File: src/design/cqf_pkg.sv
`timescale 1ns / 1ps
// Shared types and codes for the circular queue FIFO.
// Used by cqf_cell, circular_queue_fifo and cqf_checker; no dependencies.
package cqf_pkg;

    localparam int DataW   = 32;
    localparam int OpW     = 2;
    localparam int StatusW = 2;
    localparam int CountW  = 4;
    localparam int OutDataW = 72;

    localparam logic [OpW-1:0] OP_ENQ = 2'd0;
    localparam logic [OpW-1:0] OP_DEQ = 2'd1;
    localparam logic [OpW-1:0] OP_CLR = 2'd2;
    localparam logic [OpW-1:0] OP_NOP = 2'd3;

    localparam logic [StatusW-1:0] ST_OK    = 2'd0;
    localparam logic [StatusW-1:0] ST_FULL  = 2'd1;
    localparam logic [StatusW-1:0] ST_EMPTY = 2'd2;

    localparam logic [CountW-1:0] COUNT_MAX = 4'd15;

    // Per-beat command broadcast to every cell of the chain
    typedef struct packed {
        logic load;   // successful enqueue
        logic shift;  // successful dequeue
        logic clear;  // drop all entries
    } cell_ctrl_t;

endpackage

File: src/design/circular_queue_fifo.sv
`timescale 1ns / 1ps
// Top level of the circular queue FIFO: a chain of DEPTH-1 cells with the head
// in cell 0, a fill counter and a registered result stage. Uses cqf_pkg, cqf_cell.
//
//  channel   dir  tuser           tdata
//  s_axis    in   opcode[1:0]     push_value[31:0]
//  m_axis    out  status[1:0]     popped, count, empty, head_value, head_valid
//
// One beat per cycle while the output is not stalled: the cells shift or load
// at the end of the accept cycle, and the result is written into the output register then.
// Reset clears the occupied flags, the counter and the output valid flag.
// A stalled output holds its beat; the input takes a new beat whenever the
// output register is empty or is being drained in the same cycle.
module circular_queue_fifo
#(
    parameter int DEPTH = 16
)
(
    input  logic                         clk,
    input  logic                         rst_n,
    input  logic                         s_axis_tvalid,
    output logic                         s_axis_tready,
    input  logic [31:0]                  s_axis_tdata,  // push_value[31:0]
    input  logic [7:0]                   s_axis_tuser,  // opcode[1:0], zeros above
    output logic                         m_axis_tvalid,
    input  logic                         m_axis_tready,
    // popped_value[31:0], entry_count[35:32], is_empty[36], head_value[68:37],
    // head_valid[69], zeros [71:70]
    output logic [cqf_pkg::OutDataW-1:0] m_axis_tdata,
    output logic [7:0]                   m_axis_tuser   // status[1:0], zeros above
);

    localparam int NC = DEPTH - 1;
    localparam int CW = $clog2(DEPTH);

    logic                      vld [0:NC];
    logic [cqf_pkg::DataW-1:0] dat [0:NC];

    cqf_pkg::cell_ctrl_t        ctrl;
    logic                       accept;
    logic [cqf_pkg::OpW-1:0]    op;
    logic                       is_full;
    logic                       was_empty;
    logic [cqf_pkg::StatusW-1:0] status;

    logic [CW-1:0] count_reg;
    logic [CW-1:0] count_next;

    logic                        out_valid_reg;
    logic [cqf_pkg::OutDataW-1:0] out_data_reg;
    logic [cqf_pkg::OutDataW-1:0] out_data_next;
    logic [7:0]                  out_user_reg;
    logic [7:0]                  out_user_next;

    logic [cqf_pkg::DataW-1:0]  popped;
    logic [cqf_pkg::DataW-1:0]  head_raw;
    logic [cqf_pkg::DataW-1:0]  head_val;
    logic                       empty_after;
    logic [cqf_pkg::CountW-1:0] count_out;

    // sentinel past the last cell
    assign vld[NC] = 1'b0;
    assign dat[NC] = '0;

    genvar gi;
    generate
        for (gi = 0; gi < NC; gi++)
        begin : g_cell
            logic prev_v;
            if (gi == 0)
            begin : g_first
                assign prev_v = 1'b1;
            end
            else
            begin : g_rest
                assign prev_v = vld[gi-1];
            end

            cqf_cell u_cell
            (
                .clk        (clk),
                .rst_n      (rst_n),
                .ctrl       (ctrl),
                .push_value (s_axis_tdata),
                .prev_valid (prev_v),
                .next_valid (vld[gi+1]),
                .next_data  (dat[gi+1]),
                .valid      (vld[gi]),
                .data       (dat[gi])
            );
        end
    endgenerate

    assign s_axis_tready = !out_valid_reg || m_axis_tready;
    assign accept        = s_axis_tvalid && s_axis_tready;
    assign op            = s_axis_tuser[cqf_pkg::OpW-1:0];
    assign was_empty     = !vld[0];
    assign is_full       = vld[NC-1];

    always_comb
    begin
        ctrl       = '0;
        status     = cqf_pkg::ST_OK;
        count_next = count_reg;
        popped     = '0;
        head_raw   = dat[0];
        unique case (op)
            cqf_pkg::OP_ENQ:
            begin
                if (is_full)
                begin
                    status = cqf_pkg::ST_FULL;
                end
                else
                begin
                    ctrl.load  = accept;
                    count_next = count_reg + 1'b1;
                    if (was_empty)
                    begin
                        head_raw = s_axis_tdata;
                    end
                end
            end
            cqf_pkg::OP_DEQ:
            begin
                if (was_empty)
                begin
                    status = cqf_pkg::ST_EMPTY;
                end
                else
                begin
                    ctrl.shift = accept;
                    count_next = count_reg - 1'b1;
                    popped     = dat[0];
                    head_raw   = dat[1];
                end
            end
            cqf_pkg::OP_CLR:
            begin
                ctrl.clear = accept;
                count_next = '0;
            end
            default:
            begin
                // status query: nothing moves
            end
        endcase
    end

    always_comb
    begin
        empty_after = (count_next == '0);
        head_val    = empty_after ? '0 : head_raw;
        if (32'(count_next) > 32'(cqf_pkg::COUNT_MAX))
        begin
            count_out = cqf_pkg::COUNT_MAX;
        end
        else
        begin
            count_out = cqf_pkg::CountW'(count_next);
        end
        out_data_next = {2'b00, !empty_after, head_val, empty_after, count_out, popped};
        out_user_next = {6'd0, status};
    end

    always_ff @(posedge clk or negedge rst_n)
    begin
        if (!rst_n)
        begin
            count_reg     <= '0;
            out_valid_reg <= 1'b0;
        end
        else
        begin
            if (accept)
            begin
                count_reg     <= count_next;
                out_valid_reg <= 1'b1;
            end
            else if (m_axis_tready)
            begin
                out_valid_reg <= 1'b0;
            end
        end
    end

    always_ff @(posedge clk)
    begin
        if (accept)
        begin
            out_data_reg <= out_data_next;
            out_user_reg <= out_user_next;
        end
    end

    assign m_axis_tvalid = out_valid_reg;
    assign m_axis_tdata  = out_data_reg;
    assign m_axis_tuser  = out_user_reg;

endmodule

File: src/design/cqf_cell.sv
`timescale 1ns / 1ps
// One storage cell of the queue chain: holds one word and its occupied flag.
// Depends on cqf_pkg for cell_ctrl_t and the data width.
module cqf_cell
(
    input  logic                      clk,
    input  logic                      rst_n,
    input  cqf_pkg::cell_ctrl_t       ctrl,
    input  logic [cqf_pkg::DataW-1:0] push_value,
    input  logic                      prev_valid,
    input  logic                      next_valid,
    input  logic [cqf_pkg::DataW-1:0] next_data,
    output logic                      valid,
    output logic [cqf_pkg::DataW-1:0] data
);

    logic                      valid_reg;
    logic                      valid_next;
    logic [cqf_pkg::DataW-1:0] data_reg;
    logic [cqf_pkg::DataW-1:0] data_next;

    always_comb
    begin
        valid_next = valid_reg;
        data_next  = data_reg;
        if (ctrl.clear)
        begin
            valid_next = 1'b0;
        end
        else if (ctrl.shift)
        begin
            // advance toward the head
            valid_next = next_valid;
            data_next  = next_data;
        end
        else if (ctrl.load && !valid_reg && prev_valid)
        begin
            // first free cell takes the new tail word
            valid_next = 1'b1;
            data_next  = push_value;
        end
    end

    always_ff @(posedge clk or negedge rst_n)
    begin
        if (!rst_n)
        begin
            valid_reg <= 1'b0;
        end
        else
        begin
            valid_reg <= valid_next;
        end
    end

    always_ff @(posedge clk)
    begin
        data_reg <= data_next;
    end

    assign valid = valid_reg;
    assign data  = data_reg;

endmodule

File: config.mk
export PLATFORM = sky130hd
export DESIGN_NAME = circular_queue_fifo
export DESIGN_NICKNAME = d
export VERILOG_FILES = /design/src/design/cqf_pkg.sv /design/src/design/circular_queue_fifo.sv /design/src/design/cqf_cell.sv
export SDC_FILE = /design/constraint.sdc
export NUM_CORES = 1
export LEC_CHECK = 0
export BUFFER_PORTS_ARGS = -buffer_cell sky130_fd_sc_hd__buf_2
export CAP_MARGIN = 20
export CORE_MARGIN = 2
export CORE_UTILIZATION = 61
export CTS_CLUSTER_DIAMETER = 60
export DETAILED_ROUTE_END_ITERATION = 10
export GPL_ROUTABILITY_DRIVEN = 0
export GPL_TIMING_DRIVEN = 1
export PLACE_DENSITY = 0.83
export SLEW_MARGIN = 20
export SYNTH_ARGS = -nofsm -noshare
export SYNTH_HDL_FRONTEND = slang
export SYNTH_SLANG_ARGS = --single-unit
File: constraint.sdc
create_clock -name clk -period 5.4 [get_ports clk]
set_input_delay 1.08 -clock clk [delete_from_list [all_inputs] [get_ports clk]]
set_output_delay 1.08 -clock clk [all_outputs]
set_load 0.01 [all_outputs]
Yosys cells after proc, flatten, opt, wreduce, memory -nomap -nowiden:

Cells that the tools add are included.

* memory bits (read-only): 0
* bits in latches: 0
* memories: 0
* bits in registers: 572
* bits of input ports: 44
* memory bits (writable): 0
* output and inout port bits: 82
* word-level logic and storage cells: 229

* shift operators: 0
* magnitude comparators: 0
* mux-type cells: 91
* bitwise logic cells: 1
* div/mod/pow operators: 0
* reduce and logical (&&, ||, !) cells: 97
* equality and inequality tests: 2
* multiply operators: 0
* $add $sub $neg: 2

Operator list (count)
* $mux W32: 32
* $pmux W32 S2: 1
* $mux W1: 53
* $reduce_bool A3 Y1: 15
* $reduce_and A2 Y1: 16
* $reduce_bool A2 Y1: 16
* $logic_and A1 B1 Y1: 30
* $logic_not A1 Y1: 17
* $pmux W4 S3: 1
* $mux W4: 2
* $add A4 B1 Y4 const B: 1
* $logic_not A4 Y1: 1
* $pmux W2 S2: 1
* $sub A4 B1 Y4 const B: 1
* $eq A2 B1 Y1 const B: 1
* $eq A2 B2 Y1 const B: 1
* $logic_not A2 Y1: 1
* $mux W2: 1
* $logic_or A1 B1 Y1: 1
* $not A1 Y1: 1

Depth between registers and ports, before layout:

* word-level depth: 10
* mapped depth: 9
* depth with buffers taken out: 6

Modules after synthesis:

A second synthesis with hierarchy kept.

* cells, all modules: 1422
* area total of the unflattened synthesis: 27146.0 µm²

By module, submodules not included
* cqf_cell: area each 1554.0 µm², cells each 75, seq. area each 985.9 µm², times used 15
* circular_queue_fifo: area each 3836.2 µm², cells each 297, seq. area each 2287.2 µm², times used 1

Worst setup path after synthesis:

Ideal clock, no wire load.

* path kind: input-to-reg
* from: in m_axis_tready
* to: reg g_cell[10].u_cell.data_reg, in the netlist g_cell[10].u_cell.data[0], enable pin
* path slack: 0.473 ns
* path buffers: 3
* library setup time: 0.466 ns
* stages on the path: 7
* arrival time: 4.461 ns
* data required time: 4.934 ns
* cell sequence: nand2b_1 > clkbuf_1 > and4_1 > clkbuf_1 > clkbuf_1 > nand2_1 > o21ai_0

* cells in the longest elaborated chain, start to end: 8
* elaborated cells between the ends (all ways): 12
* classes of those cells: 5 x mux; 1 x bitwise; 6 x reduce/logical

RTL lines
* start: declaration: RTL line circular_queue_fifo.sv:26 `input logic m_axis_tready,`
* $logic_or A1 B1 Y1 *: RTL line circular_queue_fifo.sv:94 `assign s_axis_tready = !out_valid_reg || m_axis_tready;`
* net s_axis_tready: RTL line circular_queue_fifo.sv:22 `output logic s_axis_tready,`
* $logic_and A1 B1 Y1 *: RTL line circular_queue_fifo.sv:95 `assign accept = s_axis_tvalid && s_axis_tready;`
* $mux W1: RTL line circular_queue_fifo.sv:110 `if (is_full)`
* $mux W1: RTL line circular_queue_fifo.sv:107 `unique case (op)`
* $logic_and A1 B1 Y1 (2 in series): RTL line cqf_cell.sv:36 `else if (ctrl.load && !valid_reg && prev_valid)`
* $reduce_bool A2 Y1 (no source line)
* $reduce_and A2 Y1 (no source line) *
* end signal: assignment: RTL line cqf_cell.sv:58 `data_reg <= data_next;`
* end: declaration: RTL line cqf_cell.sv:19 `logic [cqf_pkg::DataW-1:0] data_reg;`

The timed path passes the listed nets; every way through them passes the cells marked *.
A chain may end at the register's enable or synchronous reset.

Worst setup path in the final report:

* from: in s_axis_tuser[0]
* to: reg g_cell[10].u_cell.data_reg, in the netlist g_cell[10].u_cell.data[12], data pin

* cells in the longest elaborated chain, start to end: 3

RTL lines
* start: declaration: RTL line circular_queue_fifo.sv:24 `input logic [7:0] s_axis_tuser,`
* $eq A2 B1 Y1: RTL line circular_queue_fifo.sv:107
* $mux W1: RTL line circular_queue_fifo.sv:107
* $mux W32: RTL line cqf_cell.sv:30 `else if (ctrl.shift)`

Every way passes these cells.

==> results.json <==
{
  "rsz0062_at_grt": "false",
  "crit_slowest_cell": "and3_4",
  "wl_met3_um": 2050,
  "clock.fmax_mhz": 295,
  "die_h_um": 198,
  "grt_usage_pct": 19.9,
  "worst_path_most_repeated_cell": "buf_4",
  "crit_arrival_ns": 3.81,
  "io_pins": 126,
  "via_per_inst": 5.99,
  "dpl.hpwl_um": 23900,
  "cpPeakStageDelay_ns": 1.00,
  "grt_max_degree": 92,
  "skew_ns": 0.0193,
  "drv_cap": 0,
  "die_x_um": 198,
  "drt_wl_total_um": 38800,
  "die-area_um2": 39300,
  "powerDensity_nw_per_um2": 393,
  "tightest_slew_ns": 1.09,
  "synthArstFlopShare_pct": 3.50,
  "syn_inst": 1470,
  "synth_top_area_share_pct": 72.0,
  "cpLargestDelayFamily": "simple AND/OR/NAND/NOR gates",
  "drc_errors": 0,
  "critPathKind": "in2reg",
  "avgSynthCellArea_um2": 15.7,
  "fin_nets": 1546,
  "dr.pass1.iters": 5,
  "postCtsResizedCells": 0,
  "vias": 12274,
  "finalSetupTns_ns": 0,
  "drt_iter0_drc": 1153,
  "wl_met1_um": 16600,
  "cts_sinks": 572,
  "crit_fanout": 91,
  "first_global_vias": 12177,
  "core_area_um2": 37400,
  "drive_gt1_share_pct": 14.6,
  "wl_met2_um": 19400,
  "path_clk_slew_ns": 0.06,
  "fin_cells": 2048,
  "nFillCells": 2271,
  "drv_slew": 0,
  "fin_crit_sh_pct": 62.7,
  "yosysWarnings": 0,
  "cts-root-buf": "clkbuf_16",
  "startpoint_type": "input port",
  "synthesis.area_um2": 23000,
  "worstHoldPathType": "in2async",
  "drtAntennaViolNets": 0,
  "top_layer": "met4",
  "synth_ff_type": "edfxtp_1",
  "crit_chain": "buf_2, and3b_2, buf_4, and3_4, buf_4, a21o_1",
  "crit_buf_inv": 3,
  "cts_buffers": 50,
  "initial_utilization_pct": 61.6,
  "crit_required_ns": 5.82,
  "period_needed_ns": 3.39,
  "endpoint_kind": "register",
  "grt_remaining_overflow": 0,
  "cts_tree": "yes",
  "wl_per_cell_um": 19.0,
  "ir_worst_vdd_mv": 0.228,
  "yosysSeqAreaShare_pct": 74.1,
  "hold_slack_ns": 0.466,
  "synthTopCellsByArea": "edfxtp_1, a21o_1, dfrtp_1",
  "clk_latency_ns": 0.57,
  "clockBufferDepth": 3,
  "ctsHtreeMaxLevel": 2,
  "synth_seq_cells": 572,
  "diodes": 0,
  "antenna_found_initial": 0,
  "setup_viol": 0,
  "max_slew_margin_pct": 27.6,
  "synth_common_cells": "edfxtp_1, a21o_1, clkbuf_1, and2_1, buf_2",
  "post_cts_buffers": 0,
  "p_leak_uw": 0.0106,
  "dp.cells": 1955,
  "synth_area_leader_cell": "edfxtp_1",
  "hold_viol": 0,
  "io_buffers": 111,
  "grt_pass1_wl_um": 62900,
  "yosysMostFrequentCell": "edfxtp_1",
  "largest_reg_flops": 480,
  "synth_cell_types": 45,
  "cts_hold_buffers": 0,
  "synthToLayoutAreaGrowth_pct": 10.7,
  "rows": 71,
  "synth-edff-count": 552,
  "outcome": "completed"
}
-- placed cells by master (no fill, tap or decap), types with 2 or more instances in the layout --
cell type / instances
a211oi_4: 3
a21o_1: 448
a21oi_1: 32
a22o_1: 33
a41oi_1: 31
and2_1: 64
buf_12: 4
buf_16: 3
buf_2: 111
buf_4: 14
bufinv_16: 3
clkbuf_1: 10
clkbuf_16: 51
clkinv_1: 15
clkinv_2: 9
conb_1: 8
dfrtp_1: 20
edfxtp_1: 552
ha_1: 2
inv_1: 7
nand2_1: 47
nand2b_1: 6
nor2_1: 2
nor3_1: 3
o211ai_1: 13
o21ai_0: 4
o21ai_4: 12
xnor2_1: 4
-- per-layer routing --
layer	global-route usage, %	vias to the layer above
met5	0	-
met4	5.65	0
met3	3.12	63
met2	33.3	405
met1	27.3	6159
li1	-	5647
-- kinds of logic after synthesis --
family                     share of synthesized area (%)
AOI/OAI and AO/OA                                   19.0
DFF                                                 74.1
buffers and inverters                               3.32
and+or+nand+nor                                     3.26
xor gates and xnor gates                           0.152
adders and majority gates                          0.109
other                                             0.0163
muxes                                             0.0489
-- path summary, 6_finish.rpt --
path | startpoint | to | slack, ns | cells after the start
worst max register to register | g_cell[0].u_cell.valid | g_cell[10].u_cell.data[12] | 2.19 | 5
worst min register to register | g_cell[9].u_cell.data[6] | g_cell[8].u_cell.data[6] | 0.51 | 1
min in group clk | g_cell[9].u_cell.data[6] | g_cell[8].u_cell.data[6] | 0.51 | 1
worst min-delay path | rst_n | g_cell[5].u_cell.valid | 0.47 | 1
max in group asynchronous | rst_n | g_cell[6].u_cell.valid | 4.61 | 1
worst max-delay path | s_axis_tuser[0] | g_cell[10].u_cell.data[12] | 2.01 | 6
-- through the flow --
step	util, %	worst slack, ns	power [uW]	cell area, um^2
5_1_grt	68.2	1.85	10400	25500
6_report	68.2	2.01	10000	25500
2_1_floorplan	-	0.473	6420	23100
4_1_cts	67.9	2.05	10100	25400
3_3_place_gp	63.9	1.62	6650	23900
3_5_place_dp	63.9	1.50	6740	23900
-- layout make-up --
cell class	instances	area [um^2]	share of cell area, %
timing repair buffer	133	831	3.26
clock inverter	28	200	0.785
sequential	572	17100	67.0
inverter	8	30.0	0.118
clock buffer	61	1310	5.15
multi-input combinational	735	5410	21.2
tap	511	639	2.51
-- power by group --
part / leakage (uW) / switching [uW] / internal [uW]
Clock: 0.000746 / 1480 / 1860
Combinational: 0.00454 / 781 / 485
Sequential: 0.00532 / 134 / 5280
Total: 0.0106 / 2390 / 7630
(Power assumes the default switching activity.)
